**config.mk**
```make
export PLATFORM = sky130hd
export DESIGN_NAME = gregorian_date_stepper_core
export DESIGN_NICKNAME = d
export VERILOG_FILES = /design/src/sv/gds_pkg.sv /design/src/sv/gds_leap.sv /design/src/sv/gds_dpath.sv /design/src/sv/gds_ctrl.sv /design/src/sv/gregorian_date_stepper_core.sv
export SDC_FILE = /design/constraint.sdc
export NUM_CORES = 1
export LEC_CHECK = 0
export BUFFER_PORTS_ARGS = -buffer_cell sky130_fd_sc_hd__buf_2
export CORE_MARGIN = 4
export CORE_UTILIZATION = 64
export CTS_CLUSTER_DIAMETER = 30
export DETAILED_ROUTE_END_ITERATION = 8
export MAX_ROUTING_LAYER = met4
export PLACE_DENSITY = 0.8
export SLEW_MARGIN = 20
export SYNTH_ARGS = -nofsm -noshare
export SYNTH_HDL_FRONTEND = slang
export SYNTH_SLANG_ARGS = --single-unit
```
**constraint.sdc**
```tcl
create_clock -name i_clk -period 7.7 [get_ports i_clk]
set_clock_uncertainty 0.1 [all_clocks]
set_input_delay 1.54 -clock i_clk [delete_from_list [all_inputs] [get_ports i_clk]]
set_output_delay 1.54 -clock i_clk [all_outputs]
set_load 0.03 [all_outputs]
```
**src/sv/gds_pkg.sv**
```systemverilog
`timescale 1ns / 1ps
// Shared types, constants and calendar helpers for the Gregorian date stepper.
// Depends on nothing; every other file of the block imports it.
package gds_pkg;

    localparam int AMOUNT_BITS_DEF = 16;
    localparam int YEAR_BITS_DEF   = 14;
    localparam int YEAR_CAP        = 9999;

    // Day additions beyond this span can never land inside the year range.
    localparam int DAY_SPAN_MAX = 3700000;

    // Month arithmetic works on year * 12 + month - 1, which stays below 120000
    // once the range check has passed.
    localparam int TOT_W = 17;
    localparam int Q_W   = TOT_W - 2;

    // Reciprocal of three for the quotient of a value below 2**15.
    localparam int                DIV3_SHIFT = 17;
    localparam logic [Q_W+1:0]    RECIP3     = 17'd43691;

    typedef enum logic [1:0] {
        OP_LOAD   = 2'd0,
        OP_DAYS   = 2'd1,
        OP_MONTHS = 2'd2,
        OP_YEARS  = 2'd3
    } t_op;

    typedef enum logic [1:0] {
        ST_OK         = 2'd0,
        ST_BAD_DATE   = 2'd1,
        ST_YEAR_RANGE = 2'd2
    } t_status;

    typedef enum logic [3:0] {
        DP_NOP,
        DP_CAPTURE,
        DP_LOAD_CHK,
        DP_DAY_STEP,
        DP_MON_TOT,
        DP_MON_DIV,
        DP_MON_SPLIT,
        DP_YR_SUM,
        DP_CLAMP,
        DP_COMMIT,
        DP_OUT
    } t_dp_op;

    // Which year feeds the leap-year unit.
    typedef enum logic [1:0] {
        YS_LOAD,
        YS_WORK,
        YS_CUR
    } t_ysel;

    typedef struct packed {
        t_dp_op op;
        t_ysel  ysel;
    } t_dp_cmd;

    typedef struct packed {
        t_op  op;
        logic amt_zero;
        logic cnt_zero;
        logic err;
        logic out_busy;
    } t_dp_stat;

    typedef enum logic [3:0] {
        S_IDLE,
        S_PREP,
        S_LOAD_CHK,
        S_DAY_STEP,
        S_MON_TOT,
        S_MON_DIV,
        S_MON_SPLIT,
        S_YR_SUM,
        S_LEAP_W,
        S_CLAMP,
        S_COMMIT,
        S_LEAP_CUR,
        S_OUT
    } t_state;

    localparam logic [4:0] MONTH_LEN [12] = '{
        5'd31, 5'd28, 5'd31, 5'd30, 5'd31, 5'd30,
        5'd31, 5'd31, 5'd30, 5'd31, 5'd30, 5'd31
    };

    localparam logic [3:0] MONTH_FEB = 4'd2;
    localparam logic [3:0] MONTH_DEC = 4'd12;

    // Length of a month; zero for a month number that means nothing.
    function automatic logic [4:0] month_days(input logic [3:0] m, input logic lp);
        logic [4:0] d;
        d = 5'd0;
        if (m >= 4'd1 && m <= MONTH_DEC) begin
            d = MONTH_LEN[m - 4'd1];
            if (m == MONTH_FEB && lp) begin
                d = 5'd29;
            end
        end
        return d;
    endfunction

    // Inverse of 25 modulo 2**32 by Newton iteration; each pass doubles the
    // number of correct low bits, starting from three.
    function automatic logic [31:0] f_inv25();
        logic [31:0] x;
        x = 32'd1;
        for (int i = 0; i < 5; i++) begin
            x = x * (32'd2 - 32'd25 * x);
        end
        return x;
    endfunction

    localparam logic [31:0] INV25_32 = f_inv25();

endpackage

```
**src/sv/gds_leap.sv**
```systemverilog
`timescale 1ns / 1ps
// Leap-year test by the 4/100/400 rule for one year value.
// Depends on gds_pkg for the modular inverse of 25.
module gds_leap import gds_pkg::*; #(
    parameter int YEAR_BITS = YEAR_BITS_DEF
) (
    input  logic [YEAR_BITS-1:0] i_year,
    output logic                 o_leap
);

    localparam logic [YEAR_BITS-1:0] INV = INV25_32[YEAR_BITS-1:0];
    localparam logic [YEAR_BITS-1:0] THR = YEAR_BITS'((2**YEAR_BITS - 1) / 25);

    logic [YEAR_BITS-1:0] prod;
    logic                 div25;

    // Multiplying by the inverse of 25 maps the multiples of 25 exactly onto
    // the values no greater than the largest word divided by 25.
    assign prod   = i_year * INV;
    assign div25  = (prod <= THR);
    assign o_leap = (i_year[1:0] == 2'b00) && (!div25 || i_year[3:0] == 4'b0000);

endmodule

```
**src/sv/gds_dpath.sv**
```systemverilog
`timescale 1ns / 1ps
// Datapath of the date stepper: captured item, current and working date,
// day counter, month split and output register. Depends on gds_pkg, gds_leap.
module gds_dpath import gds_pkg::*; #(
    parameter int AMOUNT_BITS = AMOUNT_BITS_DEF,
    parameter int YEAR_BITS   = YEAR_BITS_DEF
) (
    input  logic                          i_clk,
    input  logic                          i_rst_n,
    input  t_dp_cmd                       i_cmd,
    output t_dp_stat                      o_stat,
    input  logic [1:0]                    i_op,
    input  logic signed [AMOUNT_BITS-1:0] i_amount,
    input  logic [4:0]                    i_load_day,
    input  logic [3:0]                    i_load_month,
    input  logic [YEAR_BITS-1:0]          i_load_year,
    input  logic                          i_out_ready,
    output logic                          o_out_valid,
    output logic [4:0]                    o_day,
    output logic [3:0]                    o_month,
    output logic [YEAR_BITS-1:0]          o_year,
    output logic                          o_leap_year,
    output logic [1:0]                    o_status
);

    localparam int YEAR_MAX = 2**YEAR_BITS - 1;
    localparam int YEAR_LIM = (YEAR_MAX > YEAR_CAP) ? YEAR_CAP : YEAR_MAX;
    localparam int SW = ((YEAR_BITS + 4 > AMOUNT_BITS) ? YEAR_BITS + 4 : AMOUNT_BITS) + 2;
    localparam int YW = ((YEAR_BITS > AMOUNT_BITS) ? YEAR_BITS : AMOUNT_BITS) + 2;

    localparam logic [YEAR_BITS-1:0] YEAR_LIM_V = YEAR_BITS'(YEAR_LIM);
    localparam logic signed [SW-1:0] TOT_LO     = SW'(12);
    localparam logic signed [SW-1:0] TOT_HI     = SW'(12 * (YEAR_LIM + 1));
    localparam logic signed [YW-1:0] YS_LO      = YW'(1);
    localparam logic signed [YW-1:0] YS_HI      = YW'(YEAR_LIM);

    // Captured item
    t_op                      r_op;
    logic [AMOUNT_BITS-1:0]   r_amt;
    logic [4:0]               r_ld_day;
    logic [3:0]               r_ld_month;
    logic [YEAR_BITS-1:0]     r_ld_year;
    // Current and working date
    logic [4:0]               r_day,  r_wd;
    logic [3:0]               r_month, r_wm;
    logic [YEAR_BITS-1:0]     r_year, r_wy;
    // Day stepping and month split
    logic [AMOUNT_BITS-1:0]   r_cnt;
    logic                     r_back;
    logic [TOT_W-1:0]         r_tot;
    logic [Q_W-1:0]           r_q;
    t_status                  r_status;
    logic                     r_leap;
    // Output register
    logic                     r_out_valid;
    logic [4:0]               r_o_day;
    logic [3:0]               r_o_month;
    logic [YEAR_BITS-1:0]     r_o_year;
    logic                     r_o_leap;
    t_status                  r_o_status;

    logic [YEAR_BITS-1:0]     leap_in;
    logic                     leap_out;
    logic [AMOUNT_BITS-1:0]   amt_u;
    logic [AMOUNT_BITS-1:0]   amt_abs;
    logic signed [33:0]       amt_x;
    logic                     too_far;
    logic [4:0]               md_w, md_prev, md_ld;
    logic signed [SW-1:0]     y_s, tot;
    logic [Q_W-1:0]           tot_x;
    logic [31:0]              q_prod;
    logic [Q_W-1:0]           rem3;
    logic signed [YW-1:0]     ys;
    logic                     ld_ok;

    always_comb begin
        case (i_cmd.ysel)
            YS_LOAD: leap_in = r_ld_year;
            YS_CUR:  leap_in = r_year;
            default: leap_in = r_wy;
        endcase
    end

    gds_leap #(.YEAR_BITS(YEAR_BITS)) u_leap (
        .i_year (leap_in),
        .o_leap (leap_out)
    );

    assign amt_u   = i_amount;
    assign amt_abs = i_amount[AMOUNT_BITS-1] ? (~amt_u + AMOUNT_BITS'(1)) : amt_u;
    assign amt_x   = $signed({{(34-AMOUNT_BITS){i_amount[AMOUNT_BITS-1]}}, amt_u});
    assign too_far = (amt_x > 34'(DAY_SPAN_MAX)) || (amt_x < -34'(DAY_SPAN_MAX));

    assign md_w    = month_days(r_wm, r_leap);
    assign md_prev = month_days(r_wm - 4'd1, r_leap);
    assign md_ld   = month_days(r_ld_month, r_leap);

    // Month count since year zero, then the amount on top.
    assign y_s   = $signed({{(SW-YEAR_BITS){1'b0}}, r_year});
    assign tot   = (y_s <<< 3) + (y_s <<< 2)
                 + $signed({{(SW-4){1'b0}}, r_month}) - SW'(1)
                 + $signed({{(SW-AMOUNT_BITS){r_amt[AMOUNT_BITS-1]}}, r_amt});

    // Division by 12 is a shift by two and a reciprocal multiply by three.
    assign tot_x  = r_tot[TOT_W-1:2];
    assign q_prod = 32'(tot_x) * 32'(RECIP3);
    assign rem3   = tot_x - (r_q << 1) - r_q;

    assign ys = $signed({{(YW-YEAR_BITS){1'b0}}, r_year})
              + $signed({{(YW-AMOUNT_BITS){r_amt[AMOUNT_BITS-1]}}, r_amt});

    assign ld_ok = (r_ld_month inside {[4'd1:4'd12]})
                && (r_ld_year != '0) && (r_ld_year <= YEAR_LIM_V)
                && (r_ld_day != 5'd0) && (r_ld_day <= md_ld);

    always_ff @(posedge i_clk) begin
        r_leap <= leap_out;
        if (!i_rst_n) begin
            r_day       <= 5'd1;
            r_month     <= 4'd1;
            r_year      <= YEAR_BITS'(2000);
            r_cnt       <= '0;
            r_out_valid <= 1'b0;
        end else begin
            if (r_out_valid && i_out_ready && i_cmd.op != DP_OUT) begin
                r_out_valid <= 1'b0;
            end
            case (i_cmd.op)
                DP_CAPTURE: begin
                    r_op       <= t_op'(i_op);
                    r_amt      <= amt_u;
                    r_ld_day   <= i_load_day;
                    r_ld_month <= i_load_month;
                    r_ld_year  <= i_load_year;
                    r_cnt      <= amt_abs;
                    r_back     <= i_amount[AMOUNT_BITS-1];
                    r_wd       <= r_day;
                    r_wm       <= r_month;
                    r_wy       <= r_year;
                    r_status   <= (t_op'(i_op) == OP_DAYS && too_far) ? ST_YEAR_RANGE : ST_OK;
                end
                DP_LOAD_CHK: begin
                    if (ld_ok) begin
                        r_wd <= r_ld_day;
                        r_wm <= r_ld_month;
                        r_wy <= r_ld_year;
                    end else begin
                        r_status <= ST_BAD_DATE;
                    end
                end
                DP_DAY_STEP: begin
                    r_cnt <= r_cnt - AMOUNT_BITS'(1);
                    if (!r_back) begin
                        if (r_wd < md_w) begin
                            r_wd <= r_wd + 5'd1;
                        end else begin
                            r_wd <= 5'd1;
                            if (r_wm == MONTH_DEC) begin
                                r_wm <= 4'd1;
                                if (r_wy == YEAR_LIM_V) begin
                                    r_status <= ST_YEAR_RANGE;
                                end else begin
                                    r_wy <= r_wy + YEAR_BITS'(1);
                                end
                            end else begin
                                r_wm <= r_wm + 4'd1;
                            end
                        end
                    end else begin
                        if (r_wd <= 5'd1) begin
                            if (r_wm == 4'd1) begin
                                r_wm <= MONTH_DEC;
                                r_wd <= 5'd31;
                                if (r_wy == YEAR_BITS'(1)) begin
                                    r_status <= ST_YEAR_RANGE;
                                end else begin
                                    r_wy <= r_wy - YEAR_BITS'(1);
                                end
                            end else begin
                                r_wm <= r_wm - 4'd1;
                                r_wd <= md_prev;
                            end
                        end else begin
                            r_wd <= r_wd - 5'd1;
                        end
                    end
                end
                DP_MON_TOT: begin
                    r_tot <= tot[TOT_W-1:0];
                    if (tot < TOT_LO || tot >= TOT_HI) begin
                        r_status <= ST_YEAR_RANGE;
                    end
                end
                DP_MON_DIV: begin
                    r_q <= q_prod[DIV3_SHIFT+Q_W-1:DIV3_SHIFT];
                end
                DP_MON_SPLIT: begin
                    r_wm <= {rem3[1:0], r_tot[1:0]} + 4'd1;
                    r_wy <= YEAR_BITS'(r_q);
                end
                DP_YR_SUM: begin
                    r_wy <= ys[YEAR_BITS-1:0];
                    if (ys < YS_LO || ys > YS_HI) begin
                        r_status <= ST_YEAR_RANGE;
                    end
                end
                DP_CLAMP: begin
                    if (r_wd > md_w) begin
                        r_wd <= md_w;
                    end
                end
                DP_COMMIT: begin
                    if (r_status == ST_OK) begin
                        r_day   <= r_wd;
                        r_month <= r_wm;
                        r_year  <= r_wy;
                    end
                end
                DP_OUT: begin
                    r_out_valid <= 1'b1;
                end
                default: begin
                end
            endcase
        end
    end

    always_ff @(posedge i_clk) begin
        if (i_cmd.op == DP_OUT) begin
            r_o_day    <= r_day;
            r_o_month  <= r_month;
            r_o_year   <= r_year;
            r_o_leap   <= r_leap;
            r_o_status <= r_status;
        end
    end

    assign o_stat.op       = r_op;
    assign o_stat.amt_zero = (r_amt == '0);
    assign o_stat.cnt_zero = (r_cnt == '0);
    assign o_stat.err      = (r_status != ST_OK);
    assign o_stat.out_busy = r_out_valid && !i_out_ready;

    assign o_out_valid = r_out_valid;
    assign o_day       = r_o_day;
    assign o_month     = r_o_month;
    assign o_year      = r_o_year;
    assign o_leap_year = r_o_leap;
    assign o_status    = r_o_status;

endmodule

```
**src/sv/gds_ctrl.sv**
```systemverilog
`timescale 1ns / 1ps
// Sequencing state machine of the date stepper: issues one datapath command
// per cycle from the captured operation. Depends on gds_pkg.
module gds_ctrl import gds_pkg::*; (
    input  logic     i_clk,
    input  logic     i_rst_n,
    input  logic     i_in_valid,
    output logic     o_in_ready,
    input  t_dp_stat i_stat,
    output t_dp_cmd  o_cmd
);

    t_state r_state, n_state;

    always_ff @(posedge i_clk) begin
        if (!i_rst_n) begin
            r_state <= S_IDLE;
        end else begin
            r_state <= n_state;
        end
    end

    always_comb begin
        n_state    = r_state;
        o_in_ready = 1'b0;
        o_cmd.op   = DP_NOP;
        o_cmd.ysel = YS_WORK;
        case (r_state)
            S_IDLE: begin
                o_in_ready = 1'b1;
                if (i_in_valid) begin
                    o_cmd.op = DP_CAPTURE;
                    n_state  = S_PREP;
                end
            end
            S_PREP: begin
                if (i_stat.op == OP_LOAD) begin
                    o_cmd.ysel = YS_LOAD;
                    n_state    = S_LOAD_CHK;
                end else if (i_stat.amt_zero) begin
                    n_state = S_COMMIT;
                end else begin
                    case (i_stat.op)
                        OP_DAYS:   n_state = S_DAY_STEP;
                        OP_MONTHS: n_state = S_MON_TOT;
                        default:   n_state = S_YR_SUM;
                    endcase
                end
            end
            S_LOAD_CHK: begin
                o_cmd.op = DP_LOAD_CHK;
                n_state  = S_COMMIT;
            end
            S_DAY_STEP: begin
                if (i_stat.cnt_zero || i_stat.err) begin
                    n_state = S_COMMIT;
                end else begin
                    o_cmd.op = DP_DAY_STEP;
                end
            end
            S_MON_TOT: begin
                o_cmd.op = DP_MON_TOT;
                n_state  = S_MON_DIV;
            end
            S_MON_DIV: begin
                o_cmd.op = DP_MON_DIV;
                n_state  = S_MON_SPLIT;
            end
            S_MON_SPLIT: begin
                o_cmd.op = DP_MON_SPLIT;
                n_state  = S_LEAP_W;
            end
            S_YR_SUM: begin
                o_cmd.op = DP_YR_SUM;
                n_state  = S_LEAP_W;
            end
            S_LEAP_W: begin
                n_state = S_CLAMP;
            end
            S_CLAMP: begin
                o_cmd.op = DP_CLAMP;
                n_state  = S_COMMIT;
            end
            S_COMMIT: begin
                o_cmd.op = DP_COMMIT;
                n_state  = S_LEAP_CUR;
            end
            S_LEAP_CUR: begin
                o_cmd.ysel = YS_CUR;
                n_state    = S_OUT;
            end
            S_OUT: begin
                o_cmd.ysel = YS_CUR;
                if (!i_stat.out_busy) begin
                    o_cmd.op = DP_OUT;
                    n_state  = S_IDLE;
                end
            end
            default: begin
                n_state = S_IDLE;
            end
        endcase
    end

endmodule

```
**src/sv/gregorian_date_stepper_core.sv**
```systemverilog
`timescale 1ns / 1ps
// Gregorian date stepper: holds one date (1 January 2000 after reset) and
// takes one command per transfer: load, add days, add months or add years.
// Each item gives one result with the date, its leap flag and a status. Items
// are handled one at a time; the day loop advances the date by one day per
// clock until its count runs out or the year leaves the range. A zero amount
// skips straight to the commit. The next item is taken while a result waits.
// Depends on gds_pkg, gds_ctrl and gds_dpath.
module gregorian_date_stepper_core import gds_pkg::*; #(
    parameter int AMOUNT_BITS = AMOUNT_BITS_DEF,
    parameter int YEAR_BITS   = YEAR_BITS_DEF
) (
    input  logic                          i_clk,
    input  logic                          i_rst_n,
    input  logic                          i_in_valid,
    output logic                          o_in_ready,
    input  logic [1:0]                    i_op,
    input  logic signed [AMOUNT_BITS-1:0] i_amount,
    input  logic [4:0]                    i_load_day,
    input  logic [3:0]                    i_load_month,
    input  logic [YEAR_BITS-1:0]          i_load_year,
    output logic                          o_out_valid,
    input  logic                          i_out_ready,
    output logic [4:0]                    o_day,
    output logic [3:0]                    o_month,
    output logic [YEAR_BITS-1:0]          o_year,
    output logic                          o_leap_year,
    output logic [1:0]                    o_status
);

    t_dp_cmd  dp_cmd;
    t_dp_stat dp_stat;

    gds_ctrl u_ctrl (
        .i_clk      (i_clk),
        .i_rst_n    (i_rst_n),
        .i_in_valid (i_in_valid),
        .o_in_ready (o_in_ready),
        .i_stat     (dp_stat),
        .o_cmd      (dp_cmd)
    );

    gds_dpath #(
        .AMOUNT_BITS (AMOUNT_BITS),
        .YEAR_BITS   (YEAR_BITS)
    ) u_dpath (
        .i_clk        (i_clk),
        .i_rst_n      (i_rst_n),
        .i_cmd        (dp_cmd),
        .o_stat       (dp_stat),
        .i_op         (i_op),
        .i_amount     (i_amount),
        .i_load_day   (i_load_day),
        .i_load_month (i_load_month),
        .i_load_year  (i_load_year),
        .i_out_ready  (i_out_ready),
        .o_out_valid  (o_out_valid),
        .o_day        (o_day),
        .o_month      (o_month),
        .o_year       (o_year),
        .o_leap_year  (o_leap_year),
        .o_status     (o_status)
    );

endmodule

```
==> impl_metrics.env <==
export IMPL_clkTransAtPathRegs_ns=0.08
export IMPL_grt_pass1_wl_um=70600
export IMPL_regArea_um2=4590
export IMPL_antenna_found_initial=0
export IMPL_crit_buf_inv=3
export IMPL_synthSimpleGateAreaFrac=0.140
export IMPL_grt_start_max_net_pins=49
export IMPL_fmax_mhz=160
export IMPL_start_kind="flip-flop"
export IMPL_gp_congestion=1.02
export IMPL_rows=58
export IMPL_synth_cell_types=84
export IMPL_areaGrowthSynthToFinish_pct=7.87
export IMPL_hpwl_um=35000
export IMPL_drt_initial_drc_count=1498
export IMPL_viasPerCell=6.37
export IMPL_synth_xor_area_share=0.0530
export IMPL_die_w_um=168
export IMPL_clock_power_share=0.123
export IMPL_crit_chain="nor3b_1 > o21ai_1 > nand2_1 > o21ai_1 > inv_1 > fa_1 > inv_1 > ha_1 > ha_1 > inv_1 > fa_1 > fa_1 > xor2_1 > xnor2_1 > xnor2_1 > xnor2_1 > xnor3_1 > xnor3_1 > a21boi_1"
export IMPL_synth_area_per_cell_um2=9.34
export IMPL_min_path_type="reg2reg"
export IMPL_num_vias=13600
export IMPL_intPower_uw=3870
export IMPL_p_per_area_nw_per_um2=411
export IMPL_final_common_cell="ha_1"
export IMPL_worst_ir_drop_vdd_mv=0.721
export IMPL_utilization=0.701
export IMPL_port_buffers=72
export IMPL_cts_hold_buf=0
export IMPL_dr_pass1_iters=9
export IMPL_synth_seq_area_share=0.281
export IMPL_track_usage=0.323
export IMPL_pwr_share_comb=0.679
export IMPL_routed_wl_um=44200
export IMPL_finalSetupViolations=0
export IMPL_synthAdderAreaFrac=0.289
export IMPL_synth_compound_area_share=0.170
export IMPL_nNetsFinal=2174
export IMPL_critPathKind="reg2reg"
export IMPL_cp_slowest_stage_delay_ns=0.69
export IMPL_critical_path_slowest_cell="o21ai_1"
export IMPL_synth_ff_type="edfxtp_1"
export IMPL_relSlewSlack=0.270
export IMPL_wl_per_cell_um=20.6
export IMPL_h_tree_depth=4
export IMPL_cts_max_path_buffers=2
export IMPL_clockRootBuffer="clkbuf_16"
export IMPL_muxShareOfSynthArea=0.00252
export IMPL_worst_pin_slew_ns=1.09
export IMPL_outcome="finished, violations left"
export IMPL_start_util=0.650
export IMPL_switchingPower_uw=3400
export IMPL_synth_edf_count=123
export IMPL_fin_hold_ws_ns=0.385
export IMPL_mostFrequentLayoutCells="250 x ha_1, 225 x inv_1, 125 x nand2_1, 123 x edfxtp_1, 110 x nor2_1"
export IMPL_core_area_um2=25200
export IMPL_finalHoldViolations=0
export IMPL_design_die_area_um2=28200
export IMPL_power_frac_seq=0.198
export IMPL_post_cts_buffers=0
export IMPL_swShare=0.468
export IMPL_fillers=1952
export IMPL_drv_slew=0
export IMPL_cts_resized_gates=0
export IMPL_power_uw=7270
export IMPL_synth_area_um2=16400
export IMPL_cts_buffers=17
export IMPL_multi_input_area_um2=10700
export IMPL_ant_nets=0
export IMPL_synth_fp_nets=2128
export IMPL_ys_warn_count=0
export IMPL_min_period_ns=6.27
export IMPL_drc=9
export IMPL_clock_sinks=168
export IMPL_violations="DRC"
export IMPL_synthCells=1753
export IMPL_p_leak_uw=0.00775
export IMPL_cts_tree="done"
export IMPL_fin_crit_sh=0.814
export IMPL_postSynth_asyncResetShare=0
export IMPL_synth_seq_cells=168
export IMPL_grt_ovfl_total=0
export IMPL_cp_top_family="adder cells"
export IMPL_critPathMaxFanout=17
export IMPL_crit_required_ns=7.95
export IMPL_num_antenna_cells=0
export IMPL_ioPinCount=73
export IMPL_grt_pass1_vias=13100
export IMPL_end_kind="flip-flop"
export IMPL_rsz0062_at_grt="false"
export IMPL_maxCapViolCount=0
export IMPL_die_h_um=168
export IMPL_clk_latency_ns=0.44
export IMPL_synth_top_family_by_area="adder cells"
export IMPL_cp_data_arrival_time_ns=6.52
export IMPL_drive_gt1_frac=0.0784
export IMPL_tns_ns=0
cell usage after synthesis, drive strengths merged (8+ instances only):
| master | count | share of area |
|---|---|---|
| a221oi | 10 | 0.0053 |
| fa | 80 | 0.098 |
| o22ai | 15 | 0.0057 |
| edfxtp | 123 | 0.23 |
| clkbuf | 52 | 0.012 |
| nor3 | 45 | 0.014 |
| inv | 226 | 0.052 |
| a222oi | 17 | 0.010 |
| nand2 | 125 | 0.029 |
| or3 | 16 | 0.0061 |
| o21ai | 69 | 0.021 |
| and3 | 18 | 0.0073 |
| nand3 | 46 | 0.014 |
| o21bai | 9 | 0.0041 |
| nor2 | 111 | 0.025 |
| a21boi | 22 | 0.010 |
| a21oi | 92 | 0.028 |
| and2 | 10 | 0.0039 |
| o31ai | 14 | 0.0064 |
| dfxtp | 45 | 0.055 |
| a22oi | 9 | 0.0041 |
| a211oi | 14 | 0.0067 |
| nor2b | 19 | 0.0073 |
| xnor2 | 58 | 0.031 |
| nand4 | 8 | 0.0031 |
| ha | 250 | 0.19 |
| a21o | 22 | 0.010 |
| nand2b | 17 | 0.0065 |
| o21a | 15 | 0.0069 |
| nor4 | 20 | 0.0076 |
| xor2 | 36 | 0.019 |
| a31oi | 22 | 0.0084 |
| o211ai | 12 | 0.0055 |
power groups by stage:
stage / Sequential [uW] / Clock [uW] / Combinational, uW
floorplan: 1350 / 0 / 3810
global placement: 1450 / 0 / 4690
detailed placement: 1450 / 0 / 4870
CTS: 1430 / 896 / 4930
global route: 1460 / 939 / 5610
finish: 1440 / 893 / 4930
state kept, by name, summed over array words and instances, names as in the netlist, 2 cells and up:
name                cells
u_dpath.r_wd            5
u_dpath.r_cnt          16
u_ctrl.r_state          4
u_dpath.r_q            14
u_dpath.o_year         14
u_dpath.r_ld_year      14
u_dpath.r_op            2
u_dpath.r_ld_month      4
u_dpath.o_month         4
u_dpath.r_wm            4
u_dpath.o_day           5
u_dpath.r_amt          15
u_dpath.r_day           5
u_dpath.r_status        2
u_dpath.r_wy           14
u_dpath.r_tot          17
u_dpath.r_year         14
u_dpath.r_ld_day        5
u_dpath.r_month         4
u_dpath.o_status        2
worst reg2reg max path, delay by kind of cell, from the launching register on:
kind                       cells  cell delay [ns]
AOI/OAI and AO/OA              3             1.31
xor gates and xnor gates       6             1.23
adders and majority gates      5             2.01
buffers and inverters          3             0.26
DFF                            1             0.62
and+or+nand+nor                2             0.65
stage by stage:
stage	instance area (um^2)	worst slack (ns)	std cells
6_report	17700	1.43	2142
4_1_cts	17700	1.50	2142
2_1_floorplan	16400	2.03	1753
5_1_grt	17700	1.09	2142
3_3_place_gp	17000	1.66	2110
3_5_place_dp	17000	1.54	2110
final cells by class:
cell class | count | share of cell area
multi-input cells | 1303 | 0.608
flip-flops and latches | 168 | 0.260
inverters | 226 | 0.0480
clock buffers | 18 | 0.0255
repair buffers | 83 | 0.0251
well taps | 330 | 0.0234
clock inverters | 14 | 0.00963
cells by family (layout without fill, tap and decap cells):
group,after synthesis,count (layout)
and+or+nand+nor,467,467
AOI/OAI and AO/OA,406,406
adders and majority gates,330,330
buffers and inverters,282,341
DFF,168,168
xor gates and xnor gates,96,96
muxes,4,4
routing by layer:
layer / GRT usage / vias to the layer above / share of wire
met5: - / - / 0
met4: 0.0928 / 0 / 0.028
met3: 0.0559 / 91 / 0.089
met2: 0.488 / 618 / 0.45
met1: 0.451 / 6519 / 0.43
li1: - / 6413 / -
path summary, 6_finish.rpt:
check                         start                to  slack, ns  depth (start not counted)
hold reg to reg    u_dpath.r_day[0]  u_dpath.o_day[0]       0.38                          0
setup reg to reg  u_ctrl.r_state[0]    u_dpath.r_leap       1.43                         19
setup / recovery  u_ctrl.r_state[0]    u_dpath.r_leap       1.43                         19
hold / removal     u_dpath.r_day[0]  u_dpath.o_day[0]       0.38                          0
Note: power is estimated with default switching activity, not from simulation.
